===== src/design/frx_pkg.sv =====
// Shared types, status codes, marker tables and the CRC-8 constants for the
// framed block receiver. No dependencies.
`default_nettype none

package frx_pkg;

  localparam int BLOCK_BYTES = 32;
  localparam int BIB_W       = $clog2(BLOCK_BYTES + 1);
  localparam int COUNT_W     = 16;
  localparam int START_LEN   = 7;
  localparam int END_LEN     = 5;
  localparam int MIDX_W      = 3;

  localparam logic [COUNT_W-1:0] BLOCK_TOTAL_RESET = 16'd2000;
  localparam logic [7:0]         CRC_POLY          = 8'h8C;

  typedef enum logic [2:0] {
    ST_MARKER     = 3'd0,
    ST_DATA       = 3'd1,
    ST_CHECK_OK   = 3'd2,
    ST_END_OK     = 3'd3,
    ST_MARKER_ERR = 3'd4,
    ST_CRC_ERR    = 3'd5,
    ST_IGNORED    = 3'd6
  } status_t;

  typedef enum logic [4:0] {
    PH_START   = 5'b00001,
    PH_PAYLOAD = 5'b00010,
    PH_END     = 5'b00100,
    PH_DONE    = 5'b01000,
    PH_ERROR   = 5'b10000
  } phase_t;

  typedef struct packed {
    status_t    status;
    logic [7:0] data_byte;
    logic       is_check_byte;
    logic       payload_last;
  } result_t;

  // "[BEGIN]"
  function automatic logic [7:0] start_char(input logic [MIDX_W-1:0] idx);
    logic [7:0] c;
    unique case (idx)
      3'd0:    c = 8'h5B;
      3'd1:    c = 8'h42;
      3'd2:    c = 8'h45;
      3'd3:    c = 8'h47;
      3'd4:    c = 8'h49;
      3'd5:    c = 8'h4E;
      3'd6:    c = 8'h5D;
      default: c = 8'h00;
    endcase
    return c;
  endfunction

  // "[END]"
  function automatic logic [7:0] end_char(input logic [MIDX_W-1:0] idx);
    logic [7:0] c;
    unique case (idx)
      3'd0:    c = 8'h5B;
      3'd1:    c = 8'h45;
      3'd2:    c = 8'h4E;
      3'd3:    c = 8'h44;
      3'd4:    c = 8'h5D;
      default: c = 8'h00;
    endcase
    return c;
  endfunction

endpackage

`default_nettype wire


===== src/design/frx_crc8.sv =====
// Byte-wide update of the reflected CRC-8 (poly 0x8C), eight unrolled bit steps.
// Depends on frx_pkg.
`default_nettype none

module frx_crc8 (
  input  wire logic [7:0] crc_in,
  input  wire logic [7:0] data_in,
  output logic      [7:0] crc_out
);

  always_comb begin
    logic [7:0] c;
    logic       mix;
    c = crc_in;
    for (int k = 0; k < 8; k++) begin
      mix = c[0] ^ data_in[k];
      c   = {1'b0, c[7:1]} ^ (mix ? frx_pkg::CRC_POLY : 8'h00);
    end
    crc_out = c;
  end

endmodule

`default_nettype wire


===== src/design/frx_ctrl.sv =====
// Frame state, block counter, running CRC and per-byte result decode.
// Depends on frx_pkg and frx_crc8.
`default_nettype none

module frx_ctrl (
  input  wire logic                             clk,
  input  wire logic                             rst_n,
  input  wire logic                             step,
  input  wire logic [7:0]                       rx_byte,
  input  wire logic                             cfg_we,
  input  wire logic [frx_pkg::COUNT_W-1:0]      cfg_wdata,
  output frx_pkg::result_t                      res
);

  frx_pkg::phase_t                    phase_r, phase_nxt;
  logic [frx_pkg::MIDX_W-1:0]         midx_r, midx_nxt;
  logic [frx_pkg::BIB_W-1:0]          bib_r, bib_nxt;
  logic [frx_pkg::COUNT_W-1:0]        blocks_done_r, blocks_done_nxt;
  logic [frx_pkg::COUNT_W-1:0]        block_total_r;
  logic [7:0]                         crc_r, crc_nxt;
  logic [7:0]                         crc_upd;
  logic [frx_pkg::COUNT_W-1:0]        count_inc;
  logic                               last_blk;

  frx_crc8 u_crc (
    .crc_in  (crc_r),
    .data_in (rx_byte),
    .crc_out (crc_upd)
  );

  assign count_inc = blocks_done_r + frx_pkg::COUNT_W'(1);
  assign last_blk  = (count_inc == block_total_r);

  always_comb begin
    phase_nxt       = phase_r;
    midx_nxt        = midx_r;
    bib_nxt         = bib_r;
    blocks_done_nxt = blocks_done_r;
    crc_nxt         = crc_r;
    res             = '{status: frx_pkg::ST_IGNORED, data_byte: 8'h00,
                        is_check_byte: 1'b0, payload_last: 1'b0};
    unique case (phase_r)
      frx_pkg::PH_START: begin
        if (rx_byte == frx_pkg::start_char(midx_r)) begin
          res.status = frx_pkg::ST_MARKER;
          if (midx_r == frx_pkg::MIDX_W'(frx_pkg::START_LEN - 1)) begin
            phase_nxt       = frx_pkg::PH_PAYLOAD;
            midx_nxt        = '0;
            bib_nxt         = '0;
            blocks_done_nxt = '0;
            crc_nxt         = 8'h00;
          end else begin
            midx_nxt = midx_r + frx_pkg::MIDX_W'(1);
          end
        end else begin
          res.status = frx_pkg::ST_MARKER_ERR;
          phase_nxt  = frx_pkg::PH_ERROR;
        end
      end
      frx_pkg::PH_PAYLOAD: begin
        if (bib_r != frx_pkg::BIB_W'(frx_pkg::BLOCK_BYTES)) begin
          crc_nxt       = crc_upd;
          bib_nxt       = bib_r + frx_pkg::BIB_W'(1);
          res.status    = frx_pkg::ST_DATA;
          res.data_byte = rx_byte;
        end else begin
          res.is_check_byte = 1'b1;
          res.payload_last  = last_blk;
          if (rx_byte == crc_r) begin
            res.status      = frx_pkg::ST_CHECK_OK;
            res.data_byte   = rx_byte;
            blocks_done_nxt = count_inc;
            bib_nxt         = '0;
            crc_nxt         = 8'h00;
            if (last_blk) begin
              phase_nxt = frx_pkg::PH_END;
              midx_nxt  = '0;
            end
          end else begin
            res.status = frx_pkg::ST_CRC_ERR;
            phase_nxt  = frx_pkg::PH_ERROR;
          end
        end
      end
      frx_pkg::PH_END: begin
        if (rx_byte == frx_pkg::end_char(midx_r)) begin
          midx_nxt = midx_r + frx_pkg::MIDX_W'(1);
          if (midx_r == frx_pkg::MIDX_W'(frx_pkg::END_LEN - 1)) begin
            res.status = frx_pkg::ST_END_OK;
            phase_nxt  = frx_pkg::PH_DONE;
          end else begin
            res.status = frx_pkg::ST_MARKER;
          end
        end else begin
          res.status = frx_pkg::ST_MARKER_ERR;
          phase_nxt  = frx_pkg::PH_ERROR;
        end
      end
      frx_pkg::PH_DONE, frx_pkg::PH_ERROR: begin
        // terminal until reset
      end
      default: begin
        phase_nxt = phase_r;
      end
    endcase
  end

  always_ff @(posedge clk) begin
    if (!rst_n) begin
      phase_r       <= frx_pkg::PH_START;
      midx_r        <= '0;
      bib_r         <= '0;
      blocks_done_r <= '0;
      crc_r         <= 8'h00;
    end else if (step) begin
      phase_r       <= phase_nxt;
      midx_r        <= midx_nxt;
      bib_r         <= bib_nxt;
      blocks_done_r <= blocks_done_nxt;
      crc_r         <= crc_nxt;
    end
  end

  always_ff @(posedge clk) begin
    if (!rst_n) begin
      block_total_r <= frx_pkg::BLOCK_TOTAL_RESET;
    end else if (cfg_we) begin
      block_total_r <= cfg_wdata;
    end
  end

`ifndef NO_ASSERTIONS
  a_bib_range: assert property (@(posedge clk) disable iff (!rst_n)
    bib_r <= frx_pkg::BIB_W'(frx_pkg::BLOCK_BYTES))
    else $error("byte_in_block beyond block length");

  a_terminal_ignored: assert property (@(posedge clk) disable iff (!rst_n)
    (phase_r == frx_pkg::PH_DONE || phase_r == frx_pkg::PH_ERROR)
      |-> res.status == frx_pkg::ST_IGNORED)
    else $error("terminal phase produced a non-ignored transaction");

  a_err_latches: assert property (@(posedge clk) disable iff (!rst_n)
    step && (res.status == frx_pkg::ST_MARKER_ERR || res.status == frx_pkg::ST_CRC_ERR)
      |=> phase_r == frx_pkg::PH_ERROR)
    else $error("error did not latch");

  a_last_is_check: assert property (@(posedge clk) disable iff (!rst_n)
    res.payload_last |-> res.is_check_byte)
    else $error("payload_last without check byte");

  a_crc_clear: assert property (@(posedge clk) disable iff (!rst_n)
    step && res.status == frx_pkg::ST_CHECK_OK |=> crc_r == 8'h00 && bib_r == '0)
    else $error("CRC or byte count not cleared at block start");
`endif

endmodule

`default_nettype wire


===== src/design/framed_block_crc8_receiver_unit.sv =====
// Framed block receiver: expects "[BEGIN]", then block_total blocks of 32 data
// bytes plus one reflected CRC-8 (poly 0x8C, init 0) check byte, then "[END]".
// One result transaction per input byte. Throughput is one byte per clock while
// out_stall is low; the byte is held in the input register and its result is
// registered in the output register when it advances. The CRC update is one
// unrolled byte step between the two registers. cfg_wdata is written when
// cfg_we is high and takes effect once registered; write it only while idle.
// After an error or a complete end marker every byte reports "ignored" until
// reset. Depends on frx_pkg and frx_ctrl.
`default_nettype none

module framed_block_crc8_receiver_unit (
  input  wire logic                         clk,
  input  wire logic                         rst_n,
  input  wire logic                         in_valid,
  output logic                              in_stall,
  input  wire logic [7:0]                   in_rx_byte,
  output logic                              out_valid,
  input  wire logic                         out_stall,
  output logic [2:0]                        out_status,
  output logic [7:0]                        out_data_byte,
  output logic                              out_is_check_byte,
  output logic                              out_payload_last,
  input  wire logic                         cfg_we,
  input  wire logic [frx_pkg::COUNT_W-1:0]  cfg_wdata
);

  logic             in_valid_r;
  logic [7:0]       in_byte_r;
  logic             out_valid_r;
  frx_pkg::result_t out_res_r;
  frx_pkg::result_t res;
  logic             advance;

  // move the buffered byte into the result register
  assign advance  = in_valid_r && (!out_valid_r || !out_stall);
  assign in_stall = in_valid_r && !advance;

  frx_ctrl u_ctrl (
    .clk       (clk),
    .rst_n     (rst_n),
    .step      (advance),
    .rx_byte   (in_byte_r),
    .cfg_we    (cfg_we),
    .cfg_wdata (cfg_wdata),
    .res       (res)
  );

  always_ff @(posedge clk) begin
    if (!rst_n) begin
      in_valid_r <= 1'b0;
    end else if (!in_stall) begin
      in_valid_r <= in_valid;
    end
  end

  always_ff @(posedge clk) begin
    if (in_valid && !in_stall) begin
      in_byte_r <= in_rx_byte;
    end
  end

  always_ff @(posedge clk) begin
    if (!rst_n) begin
      out_valid_r <= 1'b0;
    end else if (!out_valid_r || !out_stall) begin
      out_valid_r <= in_valid_r;
    end
  end

  always_ff @(posedge clk) begin
    if (advance) begin
      out_res_r <= res;
    end
  end

  assign out_valid         = out_valid_r;
  assign out_status        = out_res_r.status;
  assign out_data_byte     = out_res_r.data_byte;
  assign out_is_check_byte = out_res_r.is_check_byte;
  assign out_payload_last  = out_res_r.payload_last;

endmodule

`default_nettype wire


===== config.mk =====
export PLATFORM = sky130hd
export DESIGN_NAME = framed_block_crc8_receiver_unit
export DESIGN_NICKNAME = d
export VERILOG_FILES = /design/src/design/frx_pkg.sv /design/src/design/frx_crc8.sv /design/src/design/frx_ctrl.sv /design/src/design/framed_block_crc8_receiver_unit.sv
export SDC_FILE = /design/constraint.sdc
export NUM_CORES = 1
export LEC_CHECK = 0
export ABC_AREA = 1
export BUFFER_PORTS_ARGS = -buffer_cell sky130_fd_sc_hd__clkbuf_2
export CORE_MARGIN = 8
export CORE_UTILIZATION = 60
export DETAILED_ROUTE_END_ITERATION = 16
export PLACE_DENSITY_LB_ADDON = 0.15
export SLEW_MARGIN = 20
export SYNTH_ARGS = -nofsm -noshare
export SYNTH_HDL_FRONTEND = slang
export SYNTH_SLANG_ARGS = --single-unit

===== constraint.sdc =====
create_clock -name clk -period 3.1 [get_ports clk]
set_clock_uncertainty 0.15 [all_clocks]
set_input_delay 0.155 -clock clk [delete_from_list [all_inputs] [get_ports clk]]
set_output_delay 0.155 -clock clk [all_outputs]
set_load 0.005 [all_outputs]

== After elaboration in Yosys (flattened, before gate mapping) ==
Cells that the tools add are included.

* Bits in registers: 77
* Input port bits: 29
* Output and inout port bits: 15
* Word-level logic and storage cells: 123

* $add $sub $neg: 3
* Equality and inequality tests: 24
* Multiplexer cells: 50
* Bitwise gates (word level): 17
* Reduce and logical (&&, ||, !) cells: 16

{| class="wikitable"
|+ Operators by type and width
! operator !! number
|-
| $mux 8 || 15
|-
| $mux 16 || 4
|-
| $xor 7x8->8 || 8
|-
| $pmux 7 s7 || 1
|-
| $mux 5 || 7
|-
| $pmux 7 s5 || 1
|-
| $pmux 16 s2 || 1
|-
| $mux 3 || 9
|-
| $eq 8x8->1 || 3
|-
| $mux 6 || 4
|-
| $pmux 3 s3 || 2
|-
| $add 16x1->16 const B || 1
|-
| $eq 16x16->1 || 1
|-
| $pmux 8 s2 || 1
|-
| $pmux 5 s3 || 1
|-
| $pmux 6 s2 || 1
|-
| $reduce_and 6->1 || 2
|-
| $mux 11 || 1
|-
| $ne 2x1->1 const B || 5
|-
| $eq 3x3->1 const B || 3
|-
| $xor 1x1->1 || 8
|-
| $reduce_and 7->1 || 1
|-
| $add 6x1->6 const B || 1
|-
| $eq 3x2->1 const B || 2
|-
| other kinds (20) || 27
|}

== Longest topological paths before layout ==
Gate-level depths: netlist of run 1.

* Depth after elaboration: 26
* Depth in mapped cells: 17
* Gate-level depth less buffers: 17

== Hierarchy ==
Synthesis of run 1 repeated with hierarchy kept, for this count alone.

* Cell total of the unflattened synthesis: 740
* Area total of the unflattened synthesis: 4926.0 um^2

{| class="wikitable"
|+ By module, submodules not included
! module !! instances !! cells an instance !! area each (um^2) !! seq. area each (um^2)
|-
| frx_ctrl || 1 || 616 || 3728.6 || 1081.0
|-
| framed_block_crc8_receiver_unit || 1 || 34 || 725.7 || 670.6
|-
| frx_crc8 || 1 || 90 || 471.7 || 0.0
|}

== Worst setup path before layout of run 1 ==
No wires, ideal clock.

* Kind: register -> register
* Start point: reg u_ctrl.midx_r[0] in the netlist's numbering
* End point: reg u_ctrl.crc_r[6]
* Setup time: 0.070 ns
* Arrival: 2.119 ns
* Data required time: 2.880 ns
* Setup slack: 0.760 ns
* Stages on the path, launching flop included: 16
* Path buffers: 1
* Clock period less this slack: 2.340 ns
* Cells stage by stage: dfxtp_1 -> inv_1 -> ha_1 -> nand2_1 -> nand2_1 -> nor2_4 -> xor2_1 -> nand2_1 -> nor2_2 -> nand2_2 -> nand2_4 -> nand3_4 -> nor2_4 -> buf_6 -> nand2_1 -> a21oi_1

* Longest elaborated chain between the ends: 6
* Elaborated cells on any way between the ends: 13
* Those cells by class: eq/ne: 9; mux: 2; reduce/logical: 2

{| class="wikitable"
|+ Ends and longest elaborated chain
! item !! RTL line !! source
|-
| start, declared || frx_ctrl.sv:16 || <nowiki>logic [frx_pkg::MIDX_W-1:0] midx_r, midx_nxt;</nowiki>
|-
| start signal, assigned || frx_ctrl.sv:117 || <nowiki>midx_r <= midx_nxt;</nowiki>
|-
| $eq 3x3->1 (tied with other cells) || frx_pkg.sv:45, frx_ctrl.sv:46 ||
|-
| $pmux 7 s7 || frx_pkg.sv:45 || <nowiki>unique case (idx)</nowiki>
|-
| $mux 8 || frx_ctrl.sv:42 || <nowiki>unique case (phase_r)</nowiki>
|-
| $eq 8x8->1 || frx_ctrl.sv:44 || <nowiki>if (rx_byte == frx_pkg::start_char(midx_r)) begin</nowiki>
|-
| $ne 2x1->1 (no source line) || - ||
|-
| $reduce_and 5->1 (no source line) * || - ||
|-
| end signal, assigned || frx_ctrl.sv:120 || <nowiki>crc_r <= crc_nxt;</nowiki>
|-
| end, declared || frx_ctrl.sv:20 || <nowiki>logic [7:0] crc_r, crc_nxt;</nowiki>
|}

Mark *: on every way between the ends. The rest lies on a longest branch, timed or not. The select of a mux whose other input is x is not followed.
A chain may end at the register's enable or synchronous reset.

== Final worst setup path of run 1 ==
* Start point: reg u_ctrl.midx_r[0] in the netlist's numbering
* End point: reg u_ctrl.crc_r[4]

Same word-level chain as after synthesis.

==> impl_metrics.ini, run 1 <==
[route]
firstDrtPassIters = 5
viasPerCell = 5.277
routedWlPerCell_um = 13.50
drc = 0
first_iter_violations = 226
drt-total-wl_um = 11300
ant_nets = 0
vias = 4417

[sta]
worst-slew-pin-transition_ns = 0.8158
slew_headroom_pct = 45.55
fin_crit_sh_pct = 90.02
setup_viol = 0
post-route-min-period_ns = 2.791
slew_viol_final = 0
hold_viol = 0
setup_tns_ns = 0
rsz0062_at_grt = false
whs_ns = 0.09317
max_freq_mhz = 358.4

[cts]
clk_pin_slew_ns = 0.09
holdBufCountCts = 26
clockRootBuffer = clkbuf_8
cts_buffers = 9
postCtsSetupRepairBufs = 0
clock-sinks = 77
clockBufferDepth = 2
cts_tree = yes
clock_latency_ns = 0.36
cts-resized-gates = 0
htreeDepth = 3

[worst_hold_path]
hp-class = in2reg

[grt]
grt_max_degree = 35
grt_overflow = 0
grt_pass1_wl_um = 18550
antenna_found_initial = 0
groute.usage.overall_pct = 22.32
grt_pass1_vias = 4098

[synth]
synth_edf_count = 21
yosysTopAreaCell = dfxtp_1
ys.flop_type = dfxtp_1
synth.most_common_cell = nand2_1
synthTopCellsByArea = dfxtp_1 (25%), nand2_1 (16%), edfxtp_1 (14%)
syn_inst = 663
netlist_area_um2 = 4482
synth_area_per_cell_um2 = 6.760
synth-seq-cells = 77
ys_seq_area_share_pct = 39.08
synth.distinct_cells = 30
yosys_warnings = 0
synth_commonest_cells = nand2_1 (196), inv_1 (79), nor2_1 (67)
synth_top_area_share_pct = 25.01
synthArstFlopShare_pct = 0
synth_fp_nets = 700

[worst_setup_path]
criticalPathCategory = reg2reg
cp.required_ns = 3.23
endpoint_kind = flip-flop
arrival_ns = 2.92
crit_fanout = 15
start_kind = flip-flop
r2r_slack_ns = 0.31

[floorplanning]
die_w_um = 102.4
die_area_um2 = 10490
placementRows = 31
ioPinCount = 44
die_y_um = 102.4
core-area_um2 = 7253
start_util_pct = 61.79

[placed_design]
numPortBuffers = 43
routabilityCongestion = 0.8817
hpwl_um = 8171

[pwr]
power_mw = 2.445
leakage_nw = 2.337
powerDensity_nw_per_um2 = 465.3
vdd.ir_drop.worst_uv = 396.1

[cells_and_area]
multiInputGateArea_um2 = 2336
drive_gt1_share_pct = 11.92
num-fill-cells = 612
regArea_um2 = 1752
nNetsFinal = 770
antennaDiodeCount = 0
syn2layout_area_growth_pct = 17.25

[flow_run]
drv_cap = 0

[outcome]
outcome = complete, no violations
state kept, by name, summed over array words and instances, names as in the netlist, 3 cells and up:
register              cells
u_ctrl.crc_r              8
u_ctrl.midx_r             3
u_ctrl.blocks_done_r     16
u_ctrl.bib_r              6
out_status                3
u_ctrl.phase_r            5
out_data_byte             8
in_byte_r                 8
u_ctrl.block_total_r     16
per-stage QoR:
stage | std cells | setup slack (ns) | instance area [µm²] | utilization [%]
3_3_place_gp | 795 | 0.4871 | 4791 | 66.05
5_1_grt | 837 | 0.004076 | 5255 | 72.45
4_1_cts | 837 | 0.3157 | 5255 | 72.45
3_5_place_dp | 795 | 0.3475 | 4791 | 66.05
6_report | 837 | 0.3095 | 5255 | 72.45
2_1_floorplan | 663 | 0.7601 | 4482 | -
cell usage in the layout (no fill, tap or decap), types with 2 or more instances in the layout:
master,n
nor2_4,2
nor2_1,67
ha_1,8
o21ai_1,13
nor2_2,5
or2_2,2
nor3_1,14
and2_1,2
clkbuf_2,43
clkbuf_8,9
nand3_1,52
nand4_1,12
edfxtp_1,21
xor2_1,14
buf_4,5
a21oi_1,55
dlygate4sd3_1,26
xnor2_1,9
nand2_2,3
nand2_4,2
inv_6,3
inv_1,79
inv_2,7
dfxtp_1,56
o21ai_0,17
nand3b_1,7
nand2_1,196
cell families after synthesis:
group           after synthesis  share of synthesized area (%)
compound gates               87                          9.855
buf+inv                     102                          8.794
simple gates                366                          35.54
flops                        77                          39.08
fa+ha+maj                     8                          2.233
xor+xnor                     23                          4.495
path summary, 6_finish.rpt:
path                                    to  cells after the start              from
setup reg to reg           u_ctrl.crc_r[4]                     14  u_ctrl.midx_r[0]
setup / recovery           u_ctrl.crc_r[4]                     14  u_ctrl.midx_r[0]
hold reg to reg            u_ctrl.bib_r[5]                      2   u_ctrl.bib_r[5]
hold / removal    u_ctrl.block_total_r[10]                      2            cfg_we
area by class of cell:
class / instances / share of cell area [%]
Timing Repair Buffer: 74 / 9.762
Tap cell: 99 / 2.357
Sequential cell: 77 / 33.33
Multi-Input combinational cell: 484 / 44.45
Clock buffer: 9 / 2.357
Clock inverter: 7 / 1.524
Inverter: 87 / 6.214
metal layers:
metal	part of all wire, %	wire length (µm)	vias to the layer above	track usage [%]
met1	45	5109	2008	28.57
met3	6.1	687	13	4.155
li1	-	-	2265	-
met2	47	5356	131	37.06
met5	0	0	-	0
met4	1.3	144	0	6.772
worst max-delay path: stages, from the launching register on:
cell     delay, ns
dfxtp_1       0.39
inv_1         0.12
ha_1          0.26
nand2_1       0.18
nand2_1       0.14
nor2_4        0.16
xor2_1        0.16
nand2_1       0.08
nor2_2        0.13
nand2_2       0.09
nand2_4       0.10
nand3_4       0.17
nor2_4        0.33
nand2_1       0.11
a21oi_1       0.14
where the power goes:
group | internal, mW | switching, mW | total [mW]
Clock | 0.385 | 0.412 | 0.797
Sequential | 1.10 | 0.0489 | 1.14
Combinational | 0.192 | 0.312 | 0.504
Total | 1.67 | 0.773 | 2.45
No activity file was read; power rests on OpenSTA's default activity.
==> run 2, diff against run 1 <==
--- a/config.mk
+++ b/config.mk
@@ -8,7 +8,7 @@
 export ABC_AREA = 1
 export BUFFER_PORTS_ARGS = -buffer_cell sky130_fd_sc_hd__clkbuf_2
 export CORE_MARGIN = 8
-export CORE_UTILIZATION = 60
+export CORE_UTILIZATION = 64
 export DETAILED_ROUTE_END_ITERATION = 16
 export PLACE_DENSITY_LB_ADDON = 0.15
 export SLEW_MARGIN = 20
==> constraint.sdc (replaced) <==
create_clock -name clk -period 3.5 [get_ports clk]
set_clock_uncertainty 0.15 [all_clocks]
set_input_delay 0.175 -clock clk [delete_from_list [all_inputs] [get_ports clk]]
set_output_delay 0.175 -clock clk [all_outputs]
set_load 0.005 [all_outputs]
==> impl_metrics.ini, run 2 (same netlist as run 1, synthesis figures left out) <==
[route]
drc = 0
first_iter_violations = 270
firstDrtPassIters = 5
drt-total-wl_um = 11720
ant_nets = 0
viasPerCell = 5.438
vias = 4519
routedWlPerCell_um = 14.11

[cells_and_area]
reg.largest.list = u_ctrl.block_total_r x16, u_ctrl.blocks_done_r x16
fin_util_pct = 77.11
layout.cells.non_filler = 831
drive_gt1_share_pct = 11.43
antennaDiodeCount = 0
final_common_cell = nand2_1
fin_area_um2 = 5239
syn2layout_area_growth_pct = 16.89
layout_common_cells = nand2_1 (196), inv_1 (79), nor2_1 (67)
num-fill-cells = 534
nNetsFinal = 767

[floorplanning]
die_y_um = 99.68
start_util_pct = 65.97
placementRows = 30
die_w_um = 99.68
die_area_um2 = 9936
core-area_um2 = 6794
ioPinCount = 44

[cts]
cts_buffers = 9
clock-sinks = 77
clockRootBuffer = clkbuf_8
cts_tree = yes
clockBufferDepth = 2
postCtsSetupRepairBufs = 0
htreeDepth = 3
clock_latency_ns = 0.36
clk_pin_slew_ns = 0.08

[grt]
groute.usage.overall_pct = 24.56
grt_pass1_wl_um = 19970
grt_max_degree = 35
grt_pass1_vias = 4375
grt_overflow = 0
antenna_found_initial = 0

[sta]
setup_slack_ns = 0.4522
rsz0062_at_grt = false
setup_tns_ns = 0
setup_viol = 0
slew_headroom_pct = 41.54
slew_viol_final = 0
max_freq_mhz = 328.1
hold_viol = 0
whs_ns = 0.1322
fin_crit_sh_pct = 87.08
post-route-min-period_ns = 3.048
worst-slew-pin-transition_ns = 0.8760

[pwr]
leakage_nw = 2.327
swShare_pct = 30.38
pwr-share-seq_pct = 46.0
powerDensity_nw_per_um2 = 421.2
power_frac_comb_pct = 20.4
power_mw = 2.207
p_sw_uw = 670.4
p_int_mw = 1.536
p_clk_share_pct = 33.7
vdd.ir_drop.worst_uv = 244.6

[placed_design]
place_ws_ns = 0.5360
numPortBuffers = 43
placed_cells = 789
dpl_cell_area_um2 = 4765
hpwl_um = 7974
routabilityCongestion = 0.9069

[worst_setup_path]
criticalPathCategory = reg2reg
endpoint_kind = flip-flop
start_kind = flip-flop
arrival_ns = 3.12
cp.required_ns = 3.57
r2r_start = u_ctrl.midx_r[0]
crit_fanout = 32
r2r_slack_ns = 0.45
reg2reg_to = u_ctrl.blocks_done_r[4]
reg2reg_depth = 14

[outcome]
outcome = complete, no violations

[worst_hold_path]
whs_path_depth = 2
hold_end = u_ctrl.block_total_r[4]
hp-class = in2reg
min-delay-start = cfg_we

[flow_run]
drv_cap = 0
==> run 2: layout make-up <==
class	instances	area [µm²]	area share [%]
clock buffers	9	123.9	2.364
repair buffers	71	490.5	9.362
inverters	87	326.6	6.234
well taps	96	120.1	2.293
multi-input cells	484	2336	44.59
clock inverters	7	90.09	1.720
flip-flops and latches	77	1752	33.44
==> run 2: worst max path at each step <==
stage	to	from	cells past startpoint	slack [ns]
floorplan	u_ctrl.crc_r[6]	u_ctrl.midx_r[0]	15	1.16
global placement	u_ctrl.blocks_done_r[14]	u_ctrl.midx_r[0]	13	0.69
finish	u_ctrl.blocks_done_r[4]	u_ctrl.midx_r[0]	14	0.45
global route	u_ctrl.blocks_done_r[15]	u_ctrl.midx_r[0]	14	0.19
CTS	u_ctrl.blocks_done_r[4]	u_ctrl.midx_r[0]	14	0.53
detailed placement	u_ctrl.blocks_done_r[4]	u_ctrl.midx_r[0]	14	0.54
==> run 2: timing repair <==
action                                 4_1_cts  5_1_grt
gates resized for setup                      0        0
hold buffers                                26        0
endpoints found under the hold margin       26        0
==> run 2: worst max-delay path: stages, from the launching register on <==
cell,delay (ns)
dfxtp_1,0.39
inv_1,0.11
ha_1,0.25
nand2_1,0.16
nand2_1,0.13
nor2_4,0.16
nand2_2,0.09
nand3_1,0.09
nand3_1,0.09
nor2_2,0.12
nand2_2,0.09
nand2_4,0.10
nand3_2,0.51
o21ai_1,0.38
a21oi_1,0.07
==> run 2: power by group through the flow <==
| stage | combinational (mW) | sequential, mW | clock, mW |
|---|---|---|---|
| finish | 0.449 | 1.01 | 0.743 |
| global route | 0.508 | 1.02 | 0.779 |
| CTS | 0.440 | 1.01 | 0.743 |
| global placement | 0.398 | 1.03 | 0 |
| floorplan | 0.321 | 1.02 | 0 |
| detailed placement | 0.413 | 1.03 | 0 |
==> run 2: routing by layer <==
layer	global-route usage, %	routed length, µm
met4	8.382	214
met1	30.61	5189
met3	5.447	847
met5	0	0
met2	40.64	5472
